**src/sv/tilt_rotation_light_control_macros.svh**
```systemverilog
// Assertion macros shared by the tilt and rotation light control RTL.
// Define NO_ASSERTIONS to compile the checks out; no other dependencies.
`ifndef TILT_ROTATION_LIGHT_CONTROL_MACROS_SVH
`define TILT_ROTATION_LIGHT_CONTROL_MACROS_SVH

`ifndef NO_ASSERTIONS
`define TLC_ASSERT_IMPLY(label, clk, rst_n, ante, cons) \
	label: assert property (@(posedge clk) disable iff (!rst_n) (ante) |-> (cons)) \
		else $error("tlc: same-cycle check failed");
`define TLC_ASSERT_NEXT(label, clk, rst_n, ante, cons) \
	label: assert property (@(posedge clk) disable iff (!rst_n) (ante) |=> (cons)) \
		else $error("tlc: next-cycle check failed");
`else
`define TLC_ASSERT_IMPLY(label, clk, rst_n, ante, cons)
`define TLC_ASSERT_NEXT(label, clk, rst_n, ante, cons)
`endif

`endif

```
**src/sv/tlc_pkg.sv**
```systemverilog
// Shared types and constants for the tilt and rotation light control.
// No dependencies; imported by every module of the block.
package tlc_pkg;

	localparam int AngleW  = 16;
	localparam int CfgIdxW = 3;
	localparam int CfgDataW = 16;

	typedef logic [CfgIdxW-1:0] cfg_idx_t;

	localparam cfg_idx_t REG_BRIGHTNESS_GAIN   = 3'd0;
	localparam cfg_idx_t REG_HUE_GAIN          = 3'd1;
	localparam cfg_idx_t REG_SATURATION_GAIN   = 3'd2;
	localparam cfg_idx_t REG_DEAD_ZONE         = 3'd3;
	localparam cfg_idx_t REG_LEVEL_LIMIT       = 3'd4;
	localparam cfg_idx_t REG_FLIP_LIMIT        = 3'd5;
	localparam cfg_idx_t REG_SLEEP_DELAY_TICKS = 3'd6;

	typedef logic [1:0] mode_t;

	localparam mode_t MODE_STANDING    = 2'd0;
	localparam mode_t MODE_LYING       = 2'd1;
	localparam mode_t MODE_UPSIDE_DOWN = 2'd2;

	typedef struct packed {
		logic [7:0]  brightness_gain;
		logic [7:0]  hue_gain;
		logic [7:0]  saturation_gain;
		logic [7:0]  dead_zone;
		logic [11:0] level_limit;
		logic [11:0] flip_limit;
		logic [15:0] sleep_delay_ticks;
	} cfg_t;

	localparam cfg_t CFG_RESET = '{
		brightness_gain:   8'd12,
		hue_gain:          8'd6,
		saturation_gain:   8'd12,
		dead_zone:         8'd3,
		level_limit:       12'd720,
		flip_limit:        12'd2400,
		sleep_delay_ticks: 16'd100
	};

	typedef struct packed {
		logic [7:0] brightness;
		logic [7:0] hue;
		logic [7:0] saturation;
	} levels_t;

	localparam levels_t LEVELS_RESET = '{
		brightness: 8'd128,
		hue:        8'd32,
		saturation: 8'd200
	};

endpackage

```
**src/sv/tlc_cfg.sv**
```systemverilog
// Configuration register file of the tilt and rotation light control.
// Depends on tlc_pkg for the register indexes and the cfg_t layout.
module tlc_cfg (
	input  logic              clk,
	input  logic              arst_n,
	input  logic              wr_en,
	input  tlc_pkg::cfg_idx_t wr_idx,
	input  logic [15:0]       wr_data,
	output tlc_pkg::cfg_t     cfg
);
	import tlc_pkg::*;

	cfg_t cfg_q;

	always_ff @(posedge clk or negedge arst_n) begin
		if (!arst_n) begin
			cfg_q <= CFG_RESET;
		end else if (wr_en) begin
			case (wr_idx)
				REG_BRIGHTNESS_GAIN:   cfg_q.brightness_gain   <= wr_data[7:0];
				REG_HUE_GAIN:          cfg_q.hue_gain          <= wr_data[7:0];
				REG_SATURATION_GAIN:   cfg_q.saturation_gain   <= wr_data[7:0];
				REG_DEAD_ZONE:         cfg_q.dead_zone         <= wr_data[7:0];
				REG_LEVEL_LIMIT:       cfg_q.level_limit       <= wr_data[11:0];
				REG_FLIP_LIMIT:        cfg_q.flip_limit        <= wr_data[11:0];
				REG_SLEEP_DELAY_TICKS: cfg_q.sleep_delay_ticks <= wr_data;
				default: begin
				end
			endcase
		end
	end

	assign cfg = cfg_q;

endmodule

```
**src/sv/tlc_pose.sv**
```systemverilog
// Pose classifier: standing, lying or upside down from the x and y tilt.
// Depends on tlc_pkg for the mode codes.
module tlc_pose (
	input  logic [15:0]    tilt_x,
	input  logic [15:0]    tilt_y,
	input  logic [11:0]    level_limit,
	input  logic [11:0]    flip_limit,
	output tlc_pkg::mode_t mode
);
	import tlc_pkg::*;

	logic [15:0] abs_x;
	logic [15:0] abs_y;
	logic        x_level;
	logic        y_level;
	logic        x_flipped;

	assign abs_x     = tilt_x[15] ? (16'd0 - tilt_x) : tilt_x;
	assign abs_y     = tilt_y[15] ? (16'd0 - tilt_y) : tilt_y;
	assign x_level   = abs_x < {4'd0, level_limit};
	assign y_level   = abs_y < {4'd0, level_limit};
	assign x_flipped = abs_x > {4'd0, flip_limit};

	always_comb begin
		if (x_level && y_level) begin
			mode = MODE_UPSIDE_DOWN;
		end else if (x_flipped && y_level) begin
			mode = MODE_STANDING;
		end else begin
			mode = MODE_LYING;
		end
	end

endmodule

```
**src/sv/tlc_update.sv**
```systemverilog
// Level update: scales the yaw change by the gain of the pose and applies it.
// Depends on tlc_pkg for cfg_t, levels_t and the mode codes.
module tlc_update #(
	parameter int FRAC_BITS = 4
) (
	input  tlc_pkg::cfg_t    cfg,
	input  tlc_pkg::mode_t   mode,
	input  logic [15:0]      yaw,
	input  logic [15:0]      prev_yaw,
	input  logic             prev_valid,
	input  tlc_pkg::levels_t levels,
	output tlc_pkg::levels_t levels_next
);
	import tlc_pkg::*;

	logic signed [16:0] diff;
	logic        [16:0] diff_neg;
	logic               neg;
	logic        [15:0] mag;
	logic        [7:0]  gain;
	logic        [23:0] prod;
	logic        [23:0] step_mag;
	logic signed [24:0] step;
	logic signed [25:0] step_x;
	logic signed [25:0] b_wide;
	logic signed [25:0] s_wide;
	logic               moved;

	assign diff     = $signed({prev_yaw[15], prev_yaw}) - $signed({yaw[15], yaw});
	assign diff_neg = 17'd0 - diff;
	assign neg      = diff[16];
	assign mag      = neg ? diff_neg[15:0] : diff[15:0];
	assign moved    = prev_valid && (mag > {8'd0, cfg.dead_zone});

	always_comb begin
		case (mode)
			MODE_STANDING: gain = cfg.brightness_gain;
			MODE_LYING:    gain = cfg.hue_gain;
			default:       gain = cfg.saturation_gain;
		endcase
	end

	assign prod     = {8'd0, mag} * {16'd0, gain};
	assign step_mag = prod >> FRAC_BITS;
	assign step     = neg ? (25'sd0 - $signed({1'b0, step_mag})) : $signed({1'b0, step_mag});
	assign step_x   = {step[24], step};
	assign b_wide   = $signed({18'd0, levels.brightness}) - step_x;
	assign s_wide   = $signed({18'd0, levels.saturation}) + step_x;

	always_comb begin
		levels_next = levels;
		if (moved) begin
			case (mode)
				MODE_STANDING: begin
					if (b_wide < 26'sd0) begin
						levels_next.brightness = 8'd0;
					end else if (b_wide > 26'sd255) begin
						levels_next.brightness = 8'd255;
					end else begin
						levels_next.brightness = b_wide[7:0];
					end
				end
				MODE_LYING: begin
					levels_next.hue = levels.hue + step[7:0];
				end
				default: begin
					if (s_wide < 26'sd0) begin
						levels_next.saturation = 8'd0;
					end else if (s_wide > 26'sd255) begin
						levels_next.saturation = 8'd255;
					end else begin
						levels_next.saturation = s_wide[7:0];
					end
				end
			endcase
		end
	end

endmodule

```
**src/sv/tilt_rotation_light_control.sv**
```systemverilog
// Top level of the tilt and rotation light control.
// Depends on tlc_pkg, tlc_cfg, tlc_pose, tlc_update and the assertion macros.
//
//   channel  handshake                    payload
//   cfg      cfg_valid / cfg_ready        cfg_index, cfg_data
//   sample   sample_valid / sample_stall  tilt_x, tilt_y, yaw_angle, force_sleep
//   result   result_valid / result_stall  brightness_out .. sleep_request
//
// An accepted sample is captured in the sample stage and then moves into the result register;
// a new item can enter every cycle while sample_stall is low.
// The level state sits in the result register, so each item sees the previous one's update.
// Reset restores the register defaults and the initial levels; sleep stays latched until reset.
// A stalled result holds the sample stage, which in turn stalls the sample channel.
`include "tilt_rotation_light_control_macros.svh"

module tilt_rotation_light_control #(
	parameter int ANGLE_FRAC_BITS = 4
) (
	input  logic        clk,
	input  logic        arst_n,
	input  logic        cfg_valid,
	output logic        cfg_ready,
	input  logic [2:0]  cfg_index,
	input  logic [15:0] cfg_data,
	input  logic        sample_valid,
	output logic        sample_stall,
	input  logic [15:0] tilt_x,
	input  logic [15:0] tilt_y,
	input  logic [15:0] yaw_angle,
	input  logic        force_sleep,
	output logic        result_valid,
	input  logic        result_stall,
	output logic [7:0]  brightness_out,
	output logic [7:0]  hue_out,
	output logic [7:0]  saturation_out,
	output logic [1:0]  pose_mode,
	output logic        sleep_request
);
	import tlc_pkg::*;

	cfg_t        cfg;
	logic        advance;
	logic        valid_s1;
	logic [15:0] tilt_x_s1;
	logic [15:0] tilt_y_s1;
	logic [15:0] yaw_s1;
	logic        force_s1;
	mode_t       mode;
	levels_t     levels_q;
	levels_t     levels_next;
	mode_t       pose_q;
	logic [15:0] prev_yaw_q;
	logic        prev_valid_q;
	logic        dark_armed_q;
	logic [15:0] dark_ticks_q;
	logic [15:0] dark_ticks_inc;
	logic        dark_expired;
	logic        sleep_q;
	logic        result_valid_q;

	assign cfg_ready    = 1'b1;
	assign advance      = !result_valid_q || !result_stall;
	assign sample_stall = valid_s1 && !advance;

	tlc_cfg u_cfg (
		.clk     (clk),
		.arst_n  (arst_n),
		.wr_en   (cfg_valid && cfg_ready),
		.wr_idx  (cfg_index),
		.wr_data (cfg_data),
		.cfg     (cfg)
	);

	tlc_pose u_pose (
		.tilt_x      (tilt_x_s1),
		.tilt_y      (tilt_y_s1),
		.level_limit (cfg.level_limit),
		.flip_limit  (cfg.flip_limit),
		.mode        (mode)
	);

	tlc_update #(
		.FRAC_BITS (ANGLE_FRAC_BITS)
	) u_update (
		.cfg         (cfg),
		.mode        (mode),
		.yaw         (yaw_s1),
		.prev_yaw    (prev_yaw_q),
		.prev_valid  (prev_valid_q),
		.levels      (levels_q),
		.levels_next (levels_next)
	);

	always_ff @(posedge clk or negedge arst_n) begin
		if (!arst_n) begin
			valid_s1 <= 1'b0;
		end else if (!sample_stall) begin
			valid_s1 <= sample_valid;
		end
	end

	always_ff @(posedge clk) begin
		if (sample_valid && !sample_stall) begin
			tilt_x_s1 <= tilt_x;
			tilt_y_s1 <= tilt_y;
			yaw_s1    <= yaw_angle;
			force_s1  <= force_sleep;
		end
	end

	assign dark_ticks_inc = (dark_ticks_q == 16'hFFFF) ? dark_ticks_q : dark_ticks_q + 16'd1;
	assign dark_expired   = (levels_next.brightness == 8'd0) && dark_armed_q &&
		(dark_ticks_inc >= cfg.sleep_delay_ticks);

	always_ff @(posedge clk or negedge arst_n) begin
		if (!arst_n) begin
			result_valid_q <= 1'b0;
			levels_q       <= LEVELS_RESET;
			pose_q         <= MODE_STANDING;
			prev_yaw_q     <= 16'd0;
			prev_valid_q   <= 1'b0;
			dark_armed_q   <= 1'b0;
			dark_ticks_q   <= 16'd0;
			sleep_q        <= 1'b0;
		end else if (advance) begin
			result_valid_q <= valid_s1;
			if (valid_s1) begin
				levels_q     <= levels_next;
				pose_q       <= mode;
				prev_yaw_q   <= yaw_s1;
				prev_valid_q <= 1'b1;
				if (levels_next.brightness == 8'd0) begin
					if (!dark_armed_q) begin
						dark_armed_q <= 1'b1;
						dark_ticks_q <= 16'd0;
					end else begin
						dark_ticks_q <= dark_ticks_inc;
					end
				end else begin
					dark_armed_q <= 1'b0;
					dark_ticks_q <= 16'd0;
				end
				if (dark_expired || force_s1) begin
					sleep_q <= 1'b1;
				end
			end
		end
	end

	assign result_valid   = result_valid_q;
	assign brightness_out = levels_q.brightness;
	assign hue_out        = levels_q.hue;
	assign saturation_out = levels_q.saturation;
	assign pose_mode      = pose_q;
	assign sleep_request  = sleep_q;

	`TLC_ASSERT_NEXT(a_sleep_latched, clk, arst_n, sleep_q, sleep_q)
	`TLC_ASSERT_IMPLY(a_stall_backpressure, clk, arst_n, valid_s1 && result_valid_q && result_stall, sample_stall)
	`TLC_ASSERT_IMPLY(a_disarmed_count_clear, clk, arst_n, !dark_armed_q, dark_ticks_q == 16'd0)

endmodule

```
**config.mk**
```make
export PLATFORM = sky130hd
export DESIGN_NAME = tilt_rotation_light_control
export DESIGN_NICKNAME = d
export VERILOG_FILES = /design/src/sv/tlc_pkg.sv /design/src/sv/tlc_cfg.sv /design/src/sv/tlc_pose.sv /design/src/sv/tlc_update.sv /design/src/sv/tilt_rotation_light_control.sv
export VERILOG_INCLUDE_DIRS = /design/src /design/src/sv
export SDC_FILE = /design/constraint.sdc
export NUM_CORES = 1
export LEC_CHECK = 0
export BUFFER_PORTS_ARGS = -buffer_cell sky130_fd_sc_hd__buf_4
export CORE_MARGIN = 2
export CORE_UTILIZATION = 55
export DETAILED_ROUTE_END_ITERATION = 8
export GPL_ROUTABILITY_DRIVEN = 1
export GPL_TIMING_DRIVEN = 0
export PLACE_DENSITY = 0.73
export SLEW_MARGIN = 15
export SYNTH_ARGS = -nofsm -noshare
export SYNTH_HDL_FRONTEND = slang
export SYNTH_SLANG_ARGS = --single-unit
```
**constraint.sdc**
```tcl
create_clock -name clk -period 32.3 [get_ports clk]
set_input_delay 1.615 -clock clk [delete_from_list [all_inputs] [get_ports clk]]
set_output_delay 1.615 -clock clk [all_outputs]
set_load 0.01 [all_outputs]
```
==> flow_metrics.env <==
export IMPL_status="completed"
export IMPL_cpMaxStageDelayCell="o22ai_1"
export IMPL_synth_edf_count=49
export IMPL_synth_top_area_share_pct=16.7
export IMPL_end_kind="flop"
export IMPL_final_layout_size_suffix_gt1_share_pct=15.3
export IMPL_core_rowCount=63
export IMPL_tightest_slew_ns=0.949
export IMPL_routed_wirelength_um=39700
export IMPL_dieWidth_um=178
export IMPL_avgRoutedWirePerCell_um=17.2
export IMPL_critPathKind="flop to flop"
export IMPL_numCtsBuffers=17
export IMPL_rrSetupSlack_ns=19.42
export IMPL_synth_top_area_cell="dfrtp_1"
export IMPL_post_cts_buffers=0
export IMPL_tns_ns=0
export IMPL_syn_to_final_growth_pct=11.0
export IMPL_fin_crit_ns=12.88
export IMPL_cts_htree_levels=4
export IMPL_grt_pass1_vias=13200
export IMPL_cts_sinks=184
export IMPL_start_util_pct=56.1
export IMPL_synthArstFlopShare_pct=73.4
export IMPL_cts_max_path_buffers=2
export IMPL_crit_fanout=10
export IMPL_post_route_util_pct=62.2
export IMPL_via_count=13300
export IMPL_io_buffers=99
export IMPL_rsz0062_at_grt="false"
export IMPL_cp_start_kind="flop"
export IMPL_crit_path_end="dark_ticks_q[12]$_DFFE_PN0P_"
export IMPL_yosysWarnings=0
export IMPL_syn_num_nets=2086
export IMPL_hp_class="flop to flop"
export IMPL_ios=103
export IMPL_critPathLaunch="tilt_x_s1[0]$_DFFE_PP_"
export IMPL_hold_buffers=0
export IMPL_ys_seq_elements=184
export IMPL_yosysMostFrequentCell="inv_1"
export IMPL_ant_nets=0
export IMPL_fp_dieArea_mm2=0.0317
export IMPL_grt_max_degree=87
export IMPL_grt_pass1_wl_um=65700
export IMPL_grt_overflow_total=0
export IMPL_gp_congestion=0.900
export IMPL_r2r_cells=43
export IMPL_slew_violations=0
export IMPL_clkSlewWorstSetupHoldPaths_ns=0.07
export IMPL_fill_cells=2485
export IMPL_cts_root_buf="clkbuf_16"
export IMPL_cap_violations=0
export IMPL_post_dp_hpwl_um=31800
export IMPL_skew_ns=0.0188
export IMPL_first_iter_violations=867
export IMPL_antenna_cells=0
export IMPL_timing_fmax_mhz=77.6
export IMPL_clock_latency_ns=0.45
export IMPL_r2r_start="tilt_x_s1[0]$_DFFE_PP_"
export IMPL_cts_tree="yes"
export IMPL_regArea_mm2=0.00488
export IMPL_die_h_um=178
export IMPL_critPathBufInv=8
export IMPL_multi_input_area_mm2=0.0108
export IMPL_drt_pass1_iterations=5
export IMPL_crit_path_max_incr_delay_ns=0.68
export IMPL_drc=0
export IMPL_fin_crit_sh_pct=39.9
export IMPL_setup_violations=0
export IMPL_grtUsageTotal_pct=26.2
export IMPL_ys_types=99
export IMPL_antenna_found_initial=0
export IMPL_via_per_inst=5.77
export IMPL_crit_path_frequent_cell="fa_1"
export IMPL_netlist_top_cells_area="dfrtp_1 17%, ha_1 11%, fa_1 11%"
export IMPL_timing_critical_path_depth=43
export IMPL_synthCells=1782
export IMPL_synth_avg_cell_area_um2=9.35
export IMPL_post_cts_resized=0
export IMPL_synth_area_mm2=0.0167
export IMPL_final_nets=2206
export IMPL_slew_headroom_pct=36.3
export IMPL_synthTopCellsByCount="204 x inv_1, 162 x nor2_1, 143 x ha_1"
export IMPL_ys_flop_type="dfrtp_1"
export IMPL_regToRegEndpoint="dark_ticks_q[12]$_DFFE_PN0P_"
export IMPL_final_hold_viol_count=0
export IMPL_required_ns=32.63
export IMPL_core_area_mm2=0.0297
export IMPL_cp_arrival_ns=13.21
export IMPL_ys_seq_area_share_pct=29.3
export IMPL_crit_family="compound AO/OA/AOI/OAI gates"
[how the worst min path moves through the flow]
| stage | depth (start not counted) | slack [ns] | end | start |
|---|---|---|---|---|
| floorplan | 2 | 0.41 | prev_valid_q$_DFFE_PN0P_ | prev_valid_q$_DFFE_PN0P_ |
| global placement | 2 | 0.45 | prev_valid_q$_DFFE_PN0P_ | prev_valid_q$_DFFE_PN0P_ |
| detailed placement | 2 | 0.46 | prev_valid_q$_DFFE_PN0P_ | prev_valid_q$_DFFE_PN0P_ |
| CTS | 2 | 0.47 | prev_valid_q$_DFFE_PN0P_ | prev_valid_q$_DFFE_PN0P_ |
| global route | 2 | 0.50 | prev_valid_q$_DFFE_PN0P_ | prev_valid_q$_DFFE_PN0P_ |
| finish | 2 | 0.47 | prev_valid_q$_DFFE_PN0P_ | prev_valid_q$_DFFE_PN0P_ |
[layout make-up]
type / instances / share of cell area, %
flip-flops and latches: 184 / 26.4
repair buffers: 101 / 4.32
inverters: 205 / 4.19
well taps: 390 / 2.64
clock buffers: 18 / 2.32
plain buffers: 49 / 1.15
clock inverters: 14 / 0.548
multi-input cells: 1344 / 58.5
[cell families after synthesis]
family,Yosys count,share of synthesized area [%]
XOR/XNOR,114,6.04
AO/OA/AOI/OAI,398,16.7
other,1,0.0225
buffers and inverters,254,5.93
AND/OR/NAND/NOR,525,15.7
adder cells (fa/ha/maj),231,21.3
flip-flops,184,29.3
multiplexers,75,5.06
[per-layer routing]
layer,global-route usage (%),share of wire [%],vias up
met2,42.4,46,392
met1,36.8,46,6363
met3,3.37,5.4,59
met4,7.86,2.0,0
met5,0,0,-
li1,-,-,6478
[worst min-delay path, stage by stage (launching register included)]
cell and delay [ns]:
dfrtp_1 0.33, inv_1 0.06, nand2_1 0.06
[state kept, by name, indices dropped and copies added, names as in the netlist]
signal          cells
pose_mode           2
saturation_out      8
dark_armed_q        1
dark_ticks_q       16
force_s1            1
valid_s1            1
hue_out             8
sleep_request       1
tilt_x_s1          16
yaw_s1             16
result_valid        1
brightness_out      8
u_cfg.cfg          72
prev_yaw_q         16
tilt_y_s1          16
prev_valid_q        1
[per-stage QoR]
| step | setup WS, ns | std cells | hold WS [ns] | cell area (um2) |
|---|---|---|---|---|
| after floorplan | 21.62 | 1782 | 0.414 | 16700 |
| after global placement | 19.62 | 2271 | 0.445 | 17900 |
| after detailed placement | 19.54 | 2273 | 0.455 | 18000 |
| after CTS | 19.45 | 2305 | 0.475 | 18500 |
| after global routing | 18.58 | 2305 | 0.497 | 18500 |
| final | 19.42 | 2305 | 0.475 | 18500 |
[layout by cell type (no fill, tap or decap), drive strengths merged, types with 15 or more instances in the layout]
master / count
a21o: 41
a21oi: 72
and3: 16
buf: 111
clkbuf: 57
dfrtp: 111
dfstp: 24
edfxtp: 49
fa: 88
ha: 143
inv: 209
mux2: 71
nand2: 109
nand2b: 45
nand3: 32
nand4: 19
nor2: 164
nor3: 35
o211ai: 16
o21ai: 105
o21bai: 15
o31ai: 15
or2: 26
or3: 18
xnor2: 75
xor2: 39
Power is left out: the tool's default activity adds up to more than one toggle a clock period on the data nets, which glitch-free logic cannot reach.
